`config.mk`:
```
export PLATFORM = sky130hd
export DESIGN_NAME = word_rle_raster_decoder
export DESIGN_NICKNAME = d
export VERILOG_FILES = /design/src/design/wrld_pkg.sv /design/src/design/wrld_front.sv /design/src/design/wrld_back.sv /design/src/design/word_rle_raster_decoder.sv
export SDC_FILE = /design/constraint.sdc
export NUM_CORES = 1
export LEC_CHECK = 0
export BUFFER_PORTS_ARGS = -buffer_cell sky130_fd_sc_hd__buf_2
export CAP_MARGIN = 20
export CORE_ASPECT_RATIO = 1.1
export CORE_UTILIZATION = 61
export CTS_CLUSTER_DIAMETER = 50
export DETAILED_ROUTE_END_ITERATION = 10
export PLACE_DENSITY = 0.91
export SYNTH_ARGS = -nofsm -noshare
export SYNTH_HDL_FRONTEND = slang
export SYNTH_HIERARCHICAL = 1
export SYNTH_SLANG_ARGS = --single-unit
```
`constraint.sdc`:
```
create_clock -name clk -period 6.63 [get_ports clk]
set_input_delay 1.326 -clock clk [delete_from_list [all_inputs] [get_ports clk]]
set_output_delay 1.326 -clock clk [all_outputs]
set_load 0.01 [all_outputs]
```
`src/design/wrld_pkg.sv`:
```
// ----------------------------------------------------------------------------
// wrld_pkg: shared types for the word run-length raster decoder
// Decode phases, the classified byte token passed from front to back end,
// and the result record.
// ----------------------------------------------------------------------------
package wrld_pkg;

  typedef enum logic [6:0] {
    PH_ROWS_LO = 7'b0000001,
    PH_ROWS_HI = 7'b0000010,
    PH_WID_LO  = 7'b0000100,
    PH_WID_HI  = 7'b0001000,
    PH_CONTROL = 7'b0010000,
    PH_BYTE_A  = 7'b0100000,
    PH_BYTE_B  = 7'b1000000
  } phase_t;

  // One input byte together with its reading as a control byte.
  typedef struct packed {
    logic [7:0] data;
    logic       ended;
    logic       is_repeat;
    logic [6:0] count;
    logic       lit_zero;
  } tok_t;

  typedef struct packed {
    logic [14:0] row;
    logic [15:0] column;
    logic [7:0]  first_byte;
    logic [7:0]  second_byte;
    logic [6:0]  repeat_res;
    logic        error;
    logic        last;
  } res_t;

endpackage

```
`src/design/wrld_front.sv`:
```
// ----------------------------------------------------------------------------
// wrld_front: input acceptance, byte classification and token queue
// Each accepted byte is classified as a control byte and stored in a
// two-entry queue that the back end drains at its own pace.
// ----------------------------------------------------------------------------
module wrld_front (
  input  logic           clk,
  input  logic           rst,
  input  logic           in_valid,
  output logic           in_ready,
  input  logic [7:0]     data_byte,
  input  logic           stream_ended,
  output logic           q_valid,
  output wrld_pkg::tok_t q_tok,
  input  logic           q_pop
);
  import wrld_pkg::*;

  tok_t       entry [2];
  tok_t       tok_in;
  logic       wr_ptr;
  logic       rd_ptr;
  logic [1:0] count;
  logic       push;

  always_comb begin
    tok_in.data      = data_byte;
    tok_in.ended     = stream_ended;
    tok_in.is_repeat = data_byte[7];
    tok_in.count     = data_byte[6:0];
    tok_in.lit_zero  = (data_byte[7] == 1'b0) && (data_byte[6:0] == 7'd0);
  end

  assign in_ready = (count != 2'd2);
  assign push     = in_valid && in_ready;
  assign q_valid  = (count != 2'd0);
  assign q_tok    = entry[rd_ptr];

  always_ff @(posedge clk) begin
    if (push) begin
      entry[wr_ptr] <= tok_in;
    end
  end

  always_ff @(posedge clk) begin
    if (rst) begin
      wr_ptr <= 1'b0;
      rd_ptr <= 1'b0;
      count  <= 2'd0;
    end else begin
      if (push) begin
        wr_ptr <= ~wr_ptr;
      end
      if (q_pop) begin
        rd_ptr <= ~rd_ptr;
      end
      case ({push, q_pop})
        2'b10:   count <= count + 2'd1;
        2'b01:   count <= count - 2'd1;
        default: count <= count;
      endcase
    end
  end

endmodule

```
`src/design/wrld_back.sv`:
```
// ----------------------------------------------------------------------------
// wrld_back: decode state machine and result register
// Consumes one token per cycle unless its result meets a full result register;
// tracks header, row and run state, and loads the register for each result.
// ----------------------------------------------------------------------------
module wrld_back (
  input  logic           clk,
  input  logic           rst,
  input  logic           q_valid,
  input  wrld_pkg::tok_t q_tok,
  output logic           q_pop,
  output logic           out_valid,
  input  logic           out_ready,
  output wrld_pkg::res_t out_res
);
  import wrld_pkg::*;

  phase_t             phase, phase_next;
  logic [7:0]         header_low, header_low_next;
  logic [15:0]        rows_total, rows_total_next;
  logic [15:0]        row_words, row_words_next;
  logic [15:0]        row_index, row_index_next;
  logic signed [16:0] words_left, words_left_next;
  logic [15:0]        column_pos, column_pos_next;
  logic               run_is_repeat, run_is_repeat_next;
  logic [6:0]         run_count, run_count_next;
  logic [7:0]         held_byte, held_byte_next;

  logic        emit;
  res_t        res;
  logic        in_rows;
  logic [15:0] width;
  logic [6:0]  rep;
  logic        run_done;

  assign in_rows = (phase == PH_CONTROL) || (phase == PH_BYTE_A) || (phase == PH_BYTE_B);
  assign width   = {q_tok.data, header_low};

  always_comb begin
    phase_next         = phase;
    header_low_next    = header_low;
    rows_total_next    = rows_total;
    row_words_next     = row_words;
    row_index_next     = row_index;
    words_left_next    = words_left;
    column_pos_next    = column_pos;
    run_is_repeat_next = run_is_repeat;
    run_count_next     = run_count;
    held_byte_next     = held_byte;
    emit               = 1'b0;
    res                = '0;
    rep                = 7'd1;
    run_done           = 1'b0;

    if (q_tok.ended) begin
      emit        = 1'b1;
      res.row     = in_rows ? row_index[14:0] : 15'd0;
      res.column  = in_rows ? column_pos : 16'd0;
      res.error   = 1'b1;
      res.last    = 1'b1;
      phase_next  = PH_ROWS_LO;
    end else begin
      case (phase)
        PH_ROWS_LO: begin
          header_low_next = q_tok.data;
          phase_next      = PH_ROWS_HI;
        end
        PH_ROWS_HI: begin
          rows_total_next = {q_tok.data, header_low};
          phase_next      = PH_WID_LO;
        end
        PH_WID_LO: begin
          header_low_next = q_tok.data;
          phase_next      = PH_WID_HI;
        end
        PH_WID_HI: begin
          row_words_next = width;
          row_index_next = 16'd0;
          // Zero or negative dimensions mean an empty image.
          if ((rows_total == 16'd0) || rows_total[15] || (width == 16'd0) || width[15]) begin
            emit       = 1'b1;
            res.last   = 1'b1;
            phase_next = PH_ROWS_LO;
          end else begin
            words_left_next = {1'b0, width};
            column_pos_next = 16'd0;
            phase_next      = PH_CONTROL;
          end
        end
        PH_CONTROL: begin
          run_is_repeat_next = q_tok.is_repeat;
          run_count_next     = q_tok.count;
          if (q_tok.lit_zero) begin
            emit       = 1'b1;
            res.row    = row_index[14:0];
            res.column = column_pos;
            res.error  = 1'b1;
            res.last   = 1'b1;
            phase_next = PH_ROWS_LO;
          end else begin
            words_left_next = words_left - $signed({10'd0, q_tok.count});
            phase_next      = PH_BYTE_A;
          end
        end
        PH_BYTE_A: begin
          held_byte_next = q_tok.data;
          phase_next     = PH_BYTE_B;
        end
        PH_BYTE_B: begin
          if (run_is_repeat) begin
            // A repeat count of zero still writes one word.
            rep      = (run_count == 7'd0) ? 7'd1 : run_count;
            run_done = 1'b1;
          end else begin
            run_count_next = run_count - 7'd1;
            run_done       = (run_count == 7'd1);
          end
          column_pos_next = column_pos + {9'd0, rep};
          emit            = 1'b1;
          res.row         = row_index[14:0];
          res.column      = column_pos;
          res.first_byte  = held_byte;
          res.second_byte = q_tok.data;
          res.repeat_res  = rep;
          if (!run_done) begin
            phase_next = PH_BYTE_A;
          end else if (words_left <= 17'sd0) begin
            if (({1'b0, row_index} + 17'd1) >= {1'b0, rows_total}) begin
              res.last   = 1'b1;
              phase_next = PH_ROWS_LO;
            end else begin
              row_index_next  = row_index + 16'd1;
              words_left_next = {1'b0, row_words};
              column_pos_next = 16'd0;
              phase_next      = PH_CONTROL;
            end
          end else begin
            phase_next = PH_CONTROL;
          end
        end
        default: begin
          phase_next = PH_ROWS_LO;
        end
      endcase
    end
  end

  // A token that yields a result waits until the result register can take it.
  assign q_pop = q_valid && (!emit || !out_valid || out_ready);

  always_ff @(posedge clk) begin
    if (rst) begin
      phase         <= PH_ROWS_LO;
      header_low    <= 8'd0;
      rows_total    <= 16'd0;
      row_words     <= 16'd0;
      row_index     <= 16'd0;
      words_left    <= 17'sd0;
      column_pos    <= 16'd0;
      run_is_repeat <= 1'b0;
      run_count     <= 7'd0;
      held_byte     <= 8'd0;
      out_valid     <= 1'b0;
    end else begin
      if (q_pop) begin
        phase         <= phase_next;
        header_low    <= header_low_next;
        rows_total    <= rows_total_next;
        row_words     <= row_words_next;
        row_index     <= row_index_next;
        words_left    <= words_left_next;
        column_pos    <= column_pos_next;
        run_is_repeat <= run_is_repeat_next;
        run_count     <= run_count_next;
        held_byte     <= held_byte_next;
      end
      if (q_pop && emit) begin
        out_valid <= 1'b1;
      end else if (out_ready) begin
        out_valid <= 1'b0;
      end
    end
  end

  always_ff @(posedge clk) begin
    if (q_pop && emit) begin
      out_res <= res;
    end
  end

endmodule

```
`src/design/word_rle_raster_decoder.sv`:
```
// ----------------------------------------------------------------------------
// word_rle_raster_decoder: run-length coded raster stream decoder
// Decodes a byte stream of 16-bit raster words into repeat and literal
// word results tagged with row and column.
// ----------------------------------------------------------------------------
// The decoder takes one byte per cycle while the queue has room and gives
// at most one result per byte, so a steady stream runs at one item per cycle
// while the output accepts results. Each result is registered as its token
// leaves the queue. A two-entry byte queue separates input acceptance from
// the decode state machine, and a result register separates the state machine
// from the output, so a stalled output stops the input only after the queue
// has filled. The row count and row width header, control bytes and data bytes
// are all handled by the same combinational state update.
module word_rle_raster_decoder (
  input  logic        clk,
  input  logic        rst,
  input  logic        in_valid,
  output logic        in_ready,
  input  logic [7:0]  data_byte,
  input  logic        stream_ended,
  output logic        out_valid,
  input  logic        out_ready,
  output logic [14:0] row,
  output logic [15:0] column,
  output logic [7:0]  first_byte,
  output logic [7:0]  second_byte,
  output logic [6:0]  repeat_res,
  output logic        error,
  output logic        last
);
  import wrld_pkg::*;

  logic q_valid;
  logic q_pop;
  tok_t q_tok;
  res_t out_res;

  wrld_front u_front (
    .clk          (clk),
    .rst          (rst),
    .in_valid     (in_valid),
    .in_ready     (in_ready),
    .data_byte    (data_byte),
    .stream_ended (stream_ended),
    .q_valid      (q_valid),
    .q_tok        (q_tok),
    .q_pop        (q_pop)
  );

  wrld_back u_back (
    .clk       (clk),
    .rst       (rst),
    .q_valid   (q_valid),
    .q_tok     (q_tok),
    .q_pop     (q_pop),
    .out_valid (out_valid),
    .out_ready (out_ready),
    .out_res   (out_res)
  );

  assign row         = out_res.row;
  assign column      = out_res.column;
  assign first_byte  = out_res.first_byte;
  assign second_byte = out_res.second_byte;
  assign repeat_res  = out_res.repeat_res;
  assign error       = out_res.error;
  assign last        = out_res.last;

endmodule
```
== Word-level counts from Yosys, hierarchy flattened ==
Memories as Yosys holds them, arrays and structs flattened. A register that Yosys moved wholly into a read port is not among the register bits.
Index checks and enable logic that the tools add are counted.

* Bits in registers: 173
* Memories kept: 1
* Output and inout bits: 58
* Word-level logic and storage cells: 140
* Input bits: 13
* Memory bits (writable): 36

{| class="wikitable"
|+ Memories
! name !! depth !! width !! rd ports !! clocked after memory_dff !! wr ports !! RTL line !! RTL
|-
| u_front.entry || 2 || 18 || 1 || 1 || 1 || wrld_front.sv:19 || <nowiki>tok_t entry [2];</nowiki>
|}

* Bitwise logic cells: 5
* Reductions and logical operators: 34
* Multiplexer cells: 53
* Order comparisons: 2
* $add $sub $neg: 7
* Equal/unequal tests: 17

{| class="wikitable"
|+ Operators with widths
! cell !! number
|-
| 2-to-1 mux 16 bit || 8
|-
| 2-to-1 mux 17 bit || 5
|-
| one-hot mux 16 bit (2 select lines) || 2
|-
| 2-to-1 mux 31 bit || 2
|-
| one-hot mux 31 bit (2 select lines) || 1
|-
| 2-to-1 mux 7 bit || 8
|-
| one-hot mux 17 bit (3 select lines) || 1
|-
| one-hot mux 7 bit (7 select lines) || 1
|-
| logical NOT 16 bit || 2
|-
| adder 16 x 1 -> 17 bit, second input constant || 1
|-
| greater-or-equal comparator 17 x 16 -> 1 bit || 1
|-
| <= comparator 17 x 1 -> 1 bit, second input constant || 1
|-
| subtractor 17 x 8 -> 17 bit || 1
|-
| adder 16 x 1 -> 16 bit, second input constant || 1
|-
| adder 16 x 7 -> 16 bit || 1
|-
| 2-to-1 mux 1 bit || 16
|-
| 2-to-1 mux 15 bit || 1
|-
| AND reduction 3 bit || 5
|-
| equality test 7 x 1 -> 1 bit, second input constant || 2
|-
| logical NOT 7 bit || 2
|-
| != test 2 bit, second input constant || 7
|-
| one-hot mux 7 bit (2 select lines) || 1
|-
| 2-to-1 mux 5 bit || 2
|-
| nonzero test 2 bit || 5
|-
| 24 further kinds || 41
|}

== Longest topological paths before layout ==
Gate-level depths: netlist of run 1.

* Word-level depth: 13
* Depth in mapped cells: 15
* Mapped depth without buffers: 15

== Modules after synthesis ==
Netlist of run 1, hierarchy kept.

{| class="wikitable"
|+ By module, submodules not included
! module !! area each (um^2) !! cells an instance !! instances !! sequential area each (um^2)
|-
| wrld_back || 8,644.5 || 947 || 1 || 3,943.8
|-
| wrld_front || 1,014.7 || 65 || 1 || 700.7
|}

== Least setup slack after synthesis of run 1 ==
Ideal clock, no wire load.

* Path type: reg-to-reg
* From: register with a tool-made name
* To: register u_back/out_res[0] (netlist name)
* Period minus slack after synthesis: 4.591 ns
* Path buffers: 2
* Setup slack: 2.039 ns
* Data required time: 6.160 ns
* Library setup time: 0.470 ns
* Data arrival time: 4.121 ns
* Stages on the path, launching flop included: 10
* Cells stage by stage: dfxtp_1 -> buf_2 -> mux2_2 -> buf_4 -> nor4_1 -> a41oi_1 -> nand2_1 -> a211o_1 -> nand2_1 -> nor2_1

== Worst setup path in the final report of run 1 ==
* From: register u_back.row_index[0]
* To: register u_back.words_left[15]

* Word-level cells in the longest chain between the ends: 4

{| class="wikitable"
|+ Ends and longest elaborated chain
! element !! RTL line !! RTL
|-
| start: declaration || wrld_back.sv:22 || <nowiki>logic [15:0] row_index, row_index_next;</nowiki>
|-
| start signal: assignment || wrld_back.sv:170 || <nowiki>row_index <= row_index_next;</nowiki>
|-
| adder 16 x 1 -> 17 bit || wrld_back.sv:128 || <nowiki>if (({1'b0, row_index} + 17'd1) >= {1'b0, rows_total}) begin</nowiki>
|-
| greater-or-equal comparator 17 x 16 -> 1 bit || wrld_back.sv:128 ||
|-
| != test 2 bit (no line) || - ||
|-
| AND reduction 8 bit (no line) || - ||
|-
| end signal: assignment || wrld_back.sv:171 || <nowiki>words_left <= words_left_next;</nowiki>
|-
| end: declaration || wrld_back.sv:23 || <nowiki>logic signed [16:0] words_left, words_left_next;</nowiki>
|}

No other way between the ends.
A chain may end at the register's enable or synchronous reset.

==> results of run 1 <==
cells by family (layout without fill, tap and decap cells):
group,after synthesis,in the layout
muxes,29,29
AOI/OAI and AO/OA,245,245
buffers and inverters,105,158
DFF,194,194
and+or+nand+nor,375,375
adders and majority gates,36,36
xor gates and xnor gates,28,28
state kept, by name (all words and copies together) (netlist names), named ones only:
signal / count
u_back/phase: 7
u_front/count: 2
u_back/column_pos: 16
u_back/out_valid: 1
u_back/out_res: 56
u_back/rows_total: 16
u_front/rd_ptr: 1
u_front/wr_ptr: 1
u_back/run_is_repeat: 1
u_back/row_words: 16
u_back/held_byte: 8
u_back/run_count: 7
u_front/entry: 20
u_back/header_low: 8
u_back/words_left: 17
u_back/row_index: 16
worst min-delay path, stage by stage, from the launching register on:
cell and delay (ps):
dfxtp_1 310, nand2_1 50, a21oi_1 50
metal layers:
| layer | vias to the layer above | routed length, um | part of all wire [%] | track usage (%) |
|---|---|---|---|---|
| met3 | 92 | 1690 | 7.2 | 5.48 |
| met2 | 412 | 11300 | 48 | 48.4 |
| met5 | - | 0 | 0 | 0 |
| li1 | 3781 | - | - | - |
| met4 | 0 | 1060 | 4.5 | 15.8 |
| met1 | 3825 | 9590 | 41 | 37.9 |
power groups by stage:
stage | Combinational (mW) | Sequential, mW | Clock [mW]
after floorplan | 0.385 | 1.52 | 0
after global placement | 0.599 | 1.49 | 0
after CTS | 0.626 | 1.47 | 1.13
after detailed placement | 0.614 | 1.49 | 0
after global routing | 0.683 | 1.48 | 1.18
final | 0.631 | 1.47 | 1.12
area by class of cell:
class	instances	area, um2
Sequential cell	194	4640
Inverter	46	173
Clock inverter	15	221
Multi-Input combinational cell	713	4580
Tap cell	196	245
Timing Repair Buffer	80	425
Clock buffer	17	425
Fill cell	1141	4580
worst max-delay path by stage:
stage / from / end / slack (ps) / cells past startpoint
floorplan: flip-flop / u_back/out_res[0] / 2040 / 9
global placement: u_back/row_index[0] / u_back/words_left[8] / 2690 / 14
detailed placement: u_back/row_index[0] / u_back/words_left[15] / 2530 / 14
CTS: u_back/row_index[0] / u_back/words_left[15] / 2400 / 14
global route: u_back/row_index[0] / u_back/words_left[9] / 1980 / 14
finish: u_back/row_index[0] / u_back/words_left[15] / 2310 / 14
through the flow:
step	power [mW]	setup slack (ps)	instance area [um2]	utilization, %
after floorplan	1.90	2040	9660	-
after global placement	2.08	2690	10100	65.8
after detailed placement	2.10	2530	10100	65.8
after CTS	3.22	2400	10700	70.1
after global routing	3.34	1980	10700	70.1
final	3.22	2310	10700	70.1
cells in the final DEF (no fill, tap or decap), drive strengths merged, types with 12 or more instances in the layout:
master and instances:
o21ai 39, nor4 21, inv 50, nor3 22
buf 80, nand2b 12, edfxtp 76, ha 34
xnor2 15, nand2 110, and2 39, and3 34
mux2i 18, a21oi 74, nand4 13, clkbuf 17
nand3 15, xor2 13, a211oi 12, a22o 18
nor2 74, dfxtp 118
==> results.yml, run 1 <==
route:
  vias_per_cell: 6.43
  drc: 0
  wl_per_cell_um: 18.7
  drt_iter0_drc: 927
  dr.pass1.iters: 9
  num_vias: 8110
  wirelength_um: 23600
  ant_nets: 0
power:
  pwr-share-comb_pct: 19.6
  p_per_area_nw_per_um2: 301
  power_frac_clock_pct: 34.9
  p_switching_uw: 967
  switching_share_pct: 30.0
  power.leakage_nw: 4.16
  p_int_mw: 2.25
  peakVddDrop_mv: 0.186
  p_seq_share_pct: 45.5
critical_path:
  reg2reg_from: "u_back/row_index[0]"
  cp.required_ps: 6970
  startpoint_type: "flip-flop"
  reg2reg_depth: 14
  worst_ep_arrival_time_ps: 4660
  rr_endpoint: "u_back/words_left[15]"
  slowest_stage: "nand3_1"
  cpPeakStageDelay_ps: 550
  path_buf_inv: 0
  worstPathMaxFanout: 16
  crit_chain: "ha_1, and2_1, and4_1, and3_1, nand3_1, xnor2_1, ha_1, a211oi_1, o21ai_0, a211oi_1, o211ai_1, o21ai_1, nand3_1, o32ai_1"
  path_class: "flip-flop to flip-flop"
  ff2ff_setup_slack_ps: 2310
  path_delay_family: "compound AO/OA/AOI/OAI gates"
  endpoint_kind: "flip-flop"
synth:
  yosys.area.top_type_share_pct: 24.5
  synth-simple-area-share_pct: 19.6
  synth_most_common_cell: "dfxtp_1"
  synthArstFlopShare_pct: 0
  synth_top_family_by_area: "simple AND/OR/NAND/NOR gates"
  synth_common_cells: "dfxtp_1, nand2_1, edfxtp_1, a21oi_1, nor2_1"
  synth_compound_area_share_pct: 17.1
  syn_avg_cell_area_um2: 9.54
  syn_inst: 1012
  synthFlopType: "dfxtp_1"
  synth_fa_ha_area_share_pct: 4.82
  synth_nets: 1061
  synth_edf_count: 76
  yosysTopAreaCell: "dfxtp_1"
  synthTopCellsByArea: "dfxtp_1, edfxtp_1, ha_1, nand2_1, a21oi_1"
  synth-seq-cells: 194
  synth_cell_types: 72
  synth_warnings: 6
  synthMuxAreaShare_pct: 3.15
  synth_seq_area_share_pct: 48.1
  yosys.area_share.xor_xnor_pct: 2.54
  syn_area_um2: 9660
floorplan:
  io_pins: 71
  coreArea_um2: 15300
  dieWidth_um: 122
  die-area_um2: 16300
  initial_core_util_pct: 63.2
  die-height_um: 134
  rows: 47
grt:
  antenna_found_initial: 0
  grt_max_degree: 97
  grt_overflow: 0
  grt_pass1_wl_um: 38200
  globalRouteTotalUtil_pct: 29.9
  grt_pass1_vias: 7648
clock_network:
  postCtsSetupBuffers: 0
  htreeDepth: 4
  cts_buffers: 17
  cts_sinks: 194
  cts_resized: 0
  clockBufferDepth: 2
  cts_root_buffer: "clkbuf_16"
  hold_buffers: 0
  cts.clk_slew.worst_paths_ps: 70
  clkLatencyLatePin_ps: 440
  cts_tree: "yes"
timing:
  period_needed_ps: 4320
  drv_slew: 0
  holdWs_ps: 456
  hold_viol: 0
  max_freq_ghz: 0.232
  worstMarginPinSlew_ps: 1040
  rsz0062_at_grt: "no"
  finalSetupTns_ps: 0
  finalSetupViolations: 0
  relSlewSlack_pct: 30.1
  fin_crit_sh_pct: 65.1
  worst_clock_skew_ps: 8.17
finish:
  antenna_cells: 0
  instances_no_fill: 1261
  design.final.nets: 1101
  area_growth_pct: 10.9
  final_layout_size_suffix_gt1_share_pct: 12.8
worst_hold_path:
  min_to: "u_back/row_words[9]"
  hp-start: "u_back/row_words[9]"
  worstHoldPathCells: 2
  hp-class: "flip-flop to flip-flop"
run_status:
  status: "completed"
placed_design:
  dp_hpwl_um: 15000
  gp_congestion: 0.947
  io_buffer_count: 70
  dp.cells: 1229
job:
  cap_violations: 0
(Power assumes the default switching activity.)
==> run 2: changes to the inputs <==
--- a/config.mk
+++ b/config.mk
@@ -8,10 +8,10 @@
 export BUFFER_PORTS_ARGS = -buffer_cell sky130_fd_sc_hd__buf_2
 export CAP_MARGIN = 20
 export CORE_ASPECT_RATIO = 1.1
-export CORE_UTILIZATION = 61
+export CORE_UTILIZATION = 55
 export CTS_CLUSTER_DIAMETER = 50
 export DETAILED_ROUTE_END_ITERATION = 10
-export PLACE_DENSITY = 0.91
+export PLACE_DENSITY = 0.87
 export SYNTH_ARGS = -nofsm -noshare
 export SYNTH_HDL_FRONTEND = slang
 export SYNTH_HIERARCHICAL = 1
==> constraint.sdc (replaced) <==
create_clock -name clk -period 3.88 [get_ports clk]
set_input_delay 0.776 -clock clk [delete_from_list [all_inputs] [get_ports clk]]
set_output_delay 0.776 -clock clk [all_outputs]
set_load 0.01 [all_outputs]
==> results.yml, run 2 (synthesized netlist as in run 1, its figures left out) <==
timing:
  drv_slew: 0
  hold_viol: 0
  finalSetupViolations: 0
  period_needed_ps: 3710
  holdWs_ps: 459
  fin_crit_sh_pct: 95.6
  worstMarginPinSlew_ps: 896
  max_freq_ghz: 0.270
  relSlewSlack_pct: 40.3
  worst_clock_skew_ps: 10.7
placed_design:
  io_buffer_count: 70
  dp_hpwl_um: 15700
  placed_area_um2: 10300
  gp_congestion: 0.915
clock_network:
  cts_root_buffer: "clkbuf_16"
  cts.clk_slew.worst_paths_ps: 80
  clockBufferDepth: 2
  htreeDepth: 4
  clkLatencyLatePin_ps: 440
  cts_buffers: 17
  cts_sinks: 194
  cts_tree: "yes"
  hold_buffers: 0
route:
  top_layer: "met4"
  wl_met1_um: 9670
  dr_wl_met3_um: 1430
  drc: 0
  num_vias: 8100
  ant_nets: 0
  routed-wl-met2_um: 11500
  vias_per_cell: 6.14
  wirelength_um: 23600
  dr.pass1.iters: 5
  drt_iter0_drc: 839
  wl_per_cell_um: 17.9
floorplan:
  die-area_um2: 18100
  dieWidth_um: 128
  rows: 50
  initial_core_util_pct: 56.6
  die-height_um: 141
  coreArea_um2: 17100
  io_pins: 71
finish:
  top_register: "u_back/out_res"
  largest_register_ffs: 56
  num-fill-cells: 1343
  final_cell_mix: "dfxtp_1, nand2_1, edfxtp_1, a21oi_1, nor2_1"
  final_layout_size_suffix_gt1_share_pct: 15.8
  final_common_cell: "dfxtp_1"
  design.final.nets: 1121
  area_growth_pct: 13.2
  antenna_cells: 0
  top_regs: "u_back/out_res (56), u_front/entry (20), u_back/words_left (17)"
  fin_area_um2: 10900
power:
  p_per_area_nw_per_um2: 492
  peakVddDrop_mv: 0.376
  total_power_mw: 5.38
  power.leakage_nw: 4.25
run_status:
  status: "completed"
critical_path:
  startpoint_type: "flip-flop"
  cp.required_ps: 4210
  endpoint_kind: "flip-flop"
  worst_ep_arrival_time_ps: 4040
  path_class: "flip-flop to flip-flop"
  worstPathMaxFanout: 10
job:
  cap_violations: 0
grt:
  grt_max_degree: 73
  globalRouteTotalUtil_pct: 26.5
  grt_pass1_vias: 7513
  grt_pass1_wl_um: 37700
  antenna_found_initial: 0
  grt_overflow: 0
worst_hold_path:
  hp-class: "flip-flop to flip-flop"
## run 2: cell count changes in the layout (fill, tap and decap cells not counted), sizes merged
cell    delta
buf       +20
inv        +6
bufinv     -4
clkinv     -2
## run 2: layout make-up
type | instances | area [um2] | area share [%]
Timing Repair Buffer | 100 | 601 | 5.49
Multi-Input combinational cell | 713 | 4630 | 42.4
Sequential cell | 194 | 4650 | 42.5
Inverter | 46 | 176 | 1.61
Clock buffer | 17 | 425 | 3.89
Tap cell | 234 | 293 | 2.68
Clock inverter | 15 | 158 | 1.44
## run 2: final timing paths
path | start | endpoint | slack [ps] | cells past startpoint
setup reg to reg | u_back/row_index[4] | u_back/row_index[0] | 170 | 13
hold reg to reg | u_back/row_words[15] | u_back/row_words[15] | 460 | 2
hold / removal | u_back/row_words[15] | u_back/row_words[15] | 460 | 2
setup / recovery | u_back/row_index[4] | u_back/row_index[0] | 170 | 13
## run 2: report_power, final
group / internal (mW) / switching [mW]
combinational: 0.407 / 0.747
clock: 0.868 / 0.869
sequential: 2.38 / 0.106
## run 2: timing repair
action                                 in CTS  in global routing
gates resized for setup                     0                 19
setup endpoints to repair                   0                 43
setup buffers                               0                  2
endpoints found under the hold margin       0                  0
## run 2: critical path, cell delays in order (launching register included)
cell        delay [ps]
dfxtp_1            390
and3_1             230
and3_2             260
and3_1             240
nand3_1            140
xnor2_1            170
ha_1               300
nand4_1            140
nor3_1             320
o311ai_0           240
o211a_1            210
nand4_1            320
clkinvlp_4         310
mux2_2             330
## run 2: stage by stage
step	setup WS (ps)	util [%]	setup TNS (ps)	instances
floorplan	228	-	0	1012
detailed placement	97.2	60.1	0	1285
global placement	295	60.1	0	1285
CTS	17.9	63.6	0	1317
finish	170	64.0	0	1319
global route	-37.6	64.0	-140	1319
## run 2: metal layers
| layer | vias up | GRT usage (%) |
|---|---|---|
| li1 | 3816 | - |
| met1 | 3847 | 33.5 |
| met2 | 353 | 42.6 |
| met3 | 84 | 4.90 |
| met4 | 0 | 15.0 |
| met5 | - | 0 |
==> run 3: changes to the inputs <==
--- a/config.mk
+++ b/config.mk
@@ -10,9 +10,9 @@
 export CORE_ASPECT_RATIO = 1.1
 export CORE_UTILIZATION = 55
 export CTS_CLUSTER_DIAMETER = 50
+export CTS_CLUSTER_SIZE = 8
 export DETAILED_ROUTE_END_ITERATION = 10
 export PLACE_DENSITY = 0.87
 export SYNTH_ARGS = -nofsm -noshare
 export SYNTH_HDL_FRONTEND = slang
-export SYNTH_HIERARCHICAL = 1
 export SYNTH_SLANG_ARGS = --single-unit
==> results.yml, run 3 <==
timing:
  rsz0062_at_grt: "no"
  worstMarginPinSlew_ps: 1040
  worst_clock_skew_ps: 12.3
  drv_slew: 0
  finalSetupViolations: 0
  max_freq_ghz: 0.275
  finalSetupTns_ps: 0
  setup_ws_ps: 247
  fin_crit_sh_pct: 93.6
  relSlewSlack_pct: 28.6
  hold_viol: 0
  period_needed_ps: 3630
grt:
  globalRouteTotalUtil_pct: 27.3
  grt_overflow: 0
  antenna_found_initial: 0
  grt_pass1_vias: 7680
  grt_max_degree: 83
  grt_pass1_wl_um: 38500
power:
  power.leakage_nw: 4.10
  peakVddDrop_mv: 0.351
  p_per_area_nw_per_um2: 500
critical_path:
  cp.required_ps: 4210
  endpoint_kind: "flip-flop"
  startpoint_type: "flip-flop"
  worst_ep_arrival_time_ps: 3970
  reg2reg_depth: 14
  path_class: "flip-flop to flip-flop"
  startpoint: "u_back.row_index[3]"
  worstPathMaxFanout: 13
  reg2reg_from: "u_back.row_index[3]"
clock_network:
  htreeDepth: 4
  clkLatencyLatePin_ps: 440
  cts_root_buffer: "clkbuf_16"
  cts_sinks: 194
  cts_buffers: 17
  clockBufferDepth: 2
  cts_tree: "yes"
  cts.clk_slew.worst_paths_ps: 70
finish:
  top_regs: "u_back.out_res (56), u_front.entry (20), u_back.words_left (17)"
  largest_register_ffs: 56
  final_cell_mix: "nor2_1, dfxtp_1, edfxtp_1, buf_2, nand2_1"
  antenna_cells: 0
  final_layout_size_suffix_gt1_share_pct: 18.4
  area_growth_pct: 13.7
  top_register: "u_back.out_res"
  num-fill-cells: 1338
  fin_area_um2: 11000
  final_common_cell: "nor2_1"
  design.final.nets: 1126
floorplan:
  die-height_um: 141
  initial_core_util_pct: 56.4
  coreArea_um2: 17100
  die-area_um2: 18100
  dieWidth_um: 128
  rows: 50
  io_pins: 71
synth:
  syn_avg_cell_area_um2: 9.68
  synthFlopType: "dfxtp_1"
  synth_edf_count: 76
  syn_inst: 999
  synth-seq-cells: 194
  yosys.area.top_type_share_pct: 24.4
  synthArstFlopShare_pct: 0
  synthTopCellsByArea: "dfxtp_1, edfxtp_1, nor2_1, ha_1, a21oi_1"
  synth_cell_types: 81
  synth_most_common_cell: "nor2_1"
  synth_nets: 1048
  synth_warnings: 0
  yosysTopAreaCell: "dfxtp_1"
  synth_common_cells: "nor2_1, dfxtp_1, edfxtp_1, nand2_1, a21oi_1"
  syn_area_um2: 9670
  synth_seq_area_share_pct: 48.0
worst_hold_path:
  hp-class: "flip-flop to flip-flop"
  hp-start: "u_back.row_words[0]"
  worstHoldPathCells: 2
route:
  wl_per_cell_um: 18.3
  vias_per_cell: 6.13
  num_vias: 8120
  drc: 0
  dr.pass1.iters: 7
  wirelength_um: 24300
  drt_iter0_drc: 922
  ant_nets: 0
run_status:
  status: "completed"
job:
  cap_violations: 0
placed_design:
  dp_hpwl_um: 16800
  post-place-ws_ps: 92.7
  gp_congestion: 0.989
  placed_area_um2: 10400
  io_buffer_count: 70
[run 3: cell count changes in the layout (fill, tap and decap cells not counted), moves of 17 or more]
cell	delta
a21oi_1	-18
nor2b_1	+21
a211oi_1	+17
nor2_1	+68
nand2_1	-47
and2_1	-30
a22o_1	-18
[run 3: cells by family after synthesis]
kind of cell | Yosys count | synth area share [%]
AO/OA/AOI/OAI | 227 | 16.5
flip-flops | 194 | 48.0
buffers and inverters | 96 | 4.37
AND/OR/NAND/NOR | 387 | 20.2
XOR/XNOR | 27 | 2.45
adder cells (fa/ha/maj) | 36 | 4.81
multiplexers | 32 | 3.57
[run 3: layout make-up]
class,count,area (um2),area share (%)
Clock buffer,23,500,4.55
Clock inverter,9,70.1,0.637
Inverter,48,180,1.64
Multi-Input combinational cell,710,4660,42.4
Sequential cell,194,4640,42.2
Tap cell,234,293,2.66
Timing Repair Buffer,106,646,5.87
[run 3: worst max-delay path: stages, from the launching register on]
cell,delay (ps)
dfxtp_1,400
nand3_2,160
nor4_4,270
nand3_1,130
or3_1,340
and2_1,180
or2_2,290
ha_1,300
nand4_1,120
o41ai_2,80
a221oi_2,240
o2111a_2,340
o211a_4,290
o21ai_0,120
a32o_1,260
[run 3: stage by stage]
step	utilization, %	power, mW	std cells	hold WS, ps
final	64.2	5.50	1324	474
after global routing	64.2	5.69	1324	495
after CTS	63.8	5.49	1322	470
after detailed placement	60.5	3.81	1290	456
after global placement	60.5	3.78	1290	446
after floorplan	-	3.30	999	436
[run 3: power by group]
part	leakage (nW)	internal, mW	switching [mW]
Combinational	2.14	0.458	0.797
Clock	0.279	0.922	0.777
Sequential	1.67	2.40	0.150
[run 3: final timing paths]
path                                end  slack, ps
setup / recovery  u_back.words_left[10]        250
hold / removal      u_back.row_words[0]        470
setup reg to reg  u_back.words_left[10]        250
hold reg to reg     u_back.row_words[0]        470
[run 3: what timing repair did]
item,4_1_cts,5_1_grt
setup buffers,0,1
endpoints found under the setup margin,0,49
resized for setup,0,12
hold buffers,0,0
[run 3: per-layer routing]
layer | up-vias | global-route usage (%) | part of all wire (%)
met5 | - | 0 | 0
met4 | 0 | 17.5 | 5.7
met3 | 100 | 7.25 | 8.3
met2 | 394 | 43.2 | 46
met1 | 3828 | 32.9 | 40
li1 | 3798 | - | -
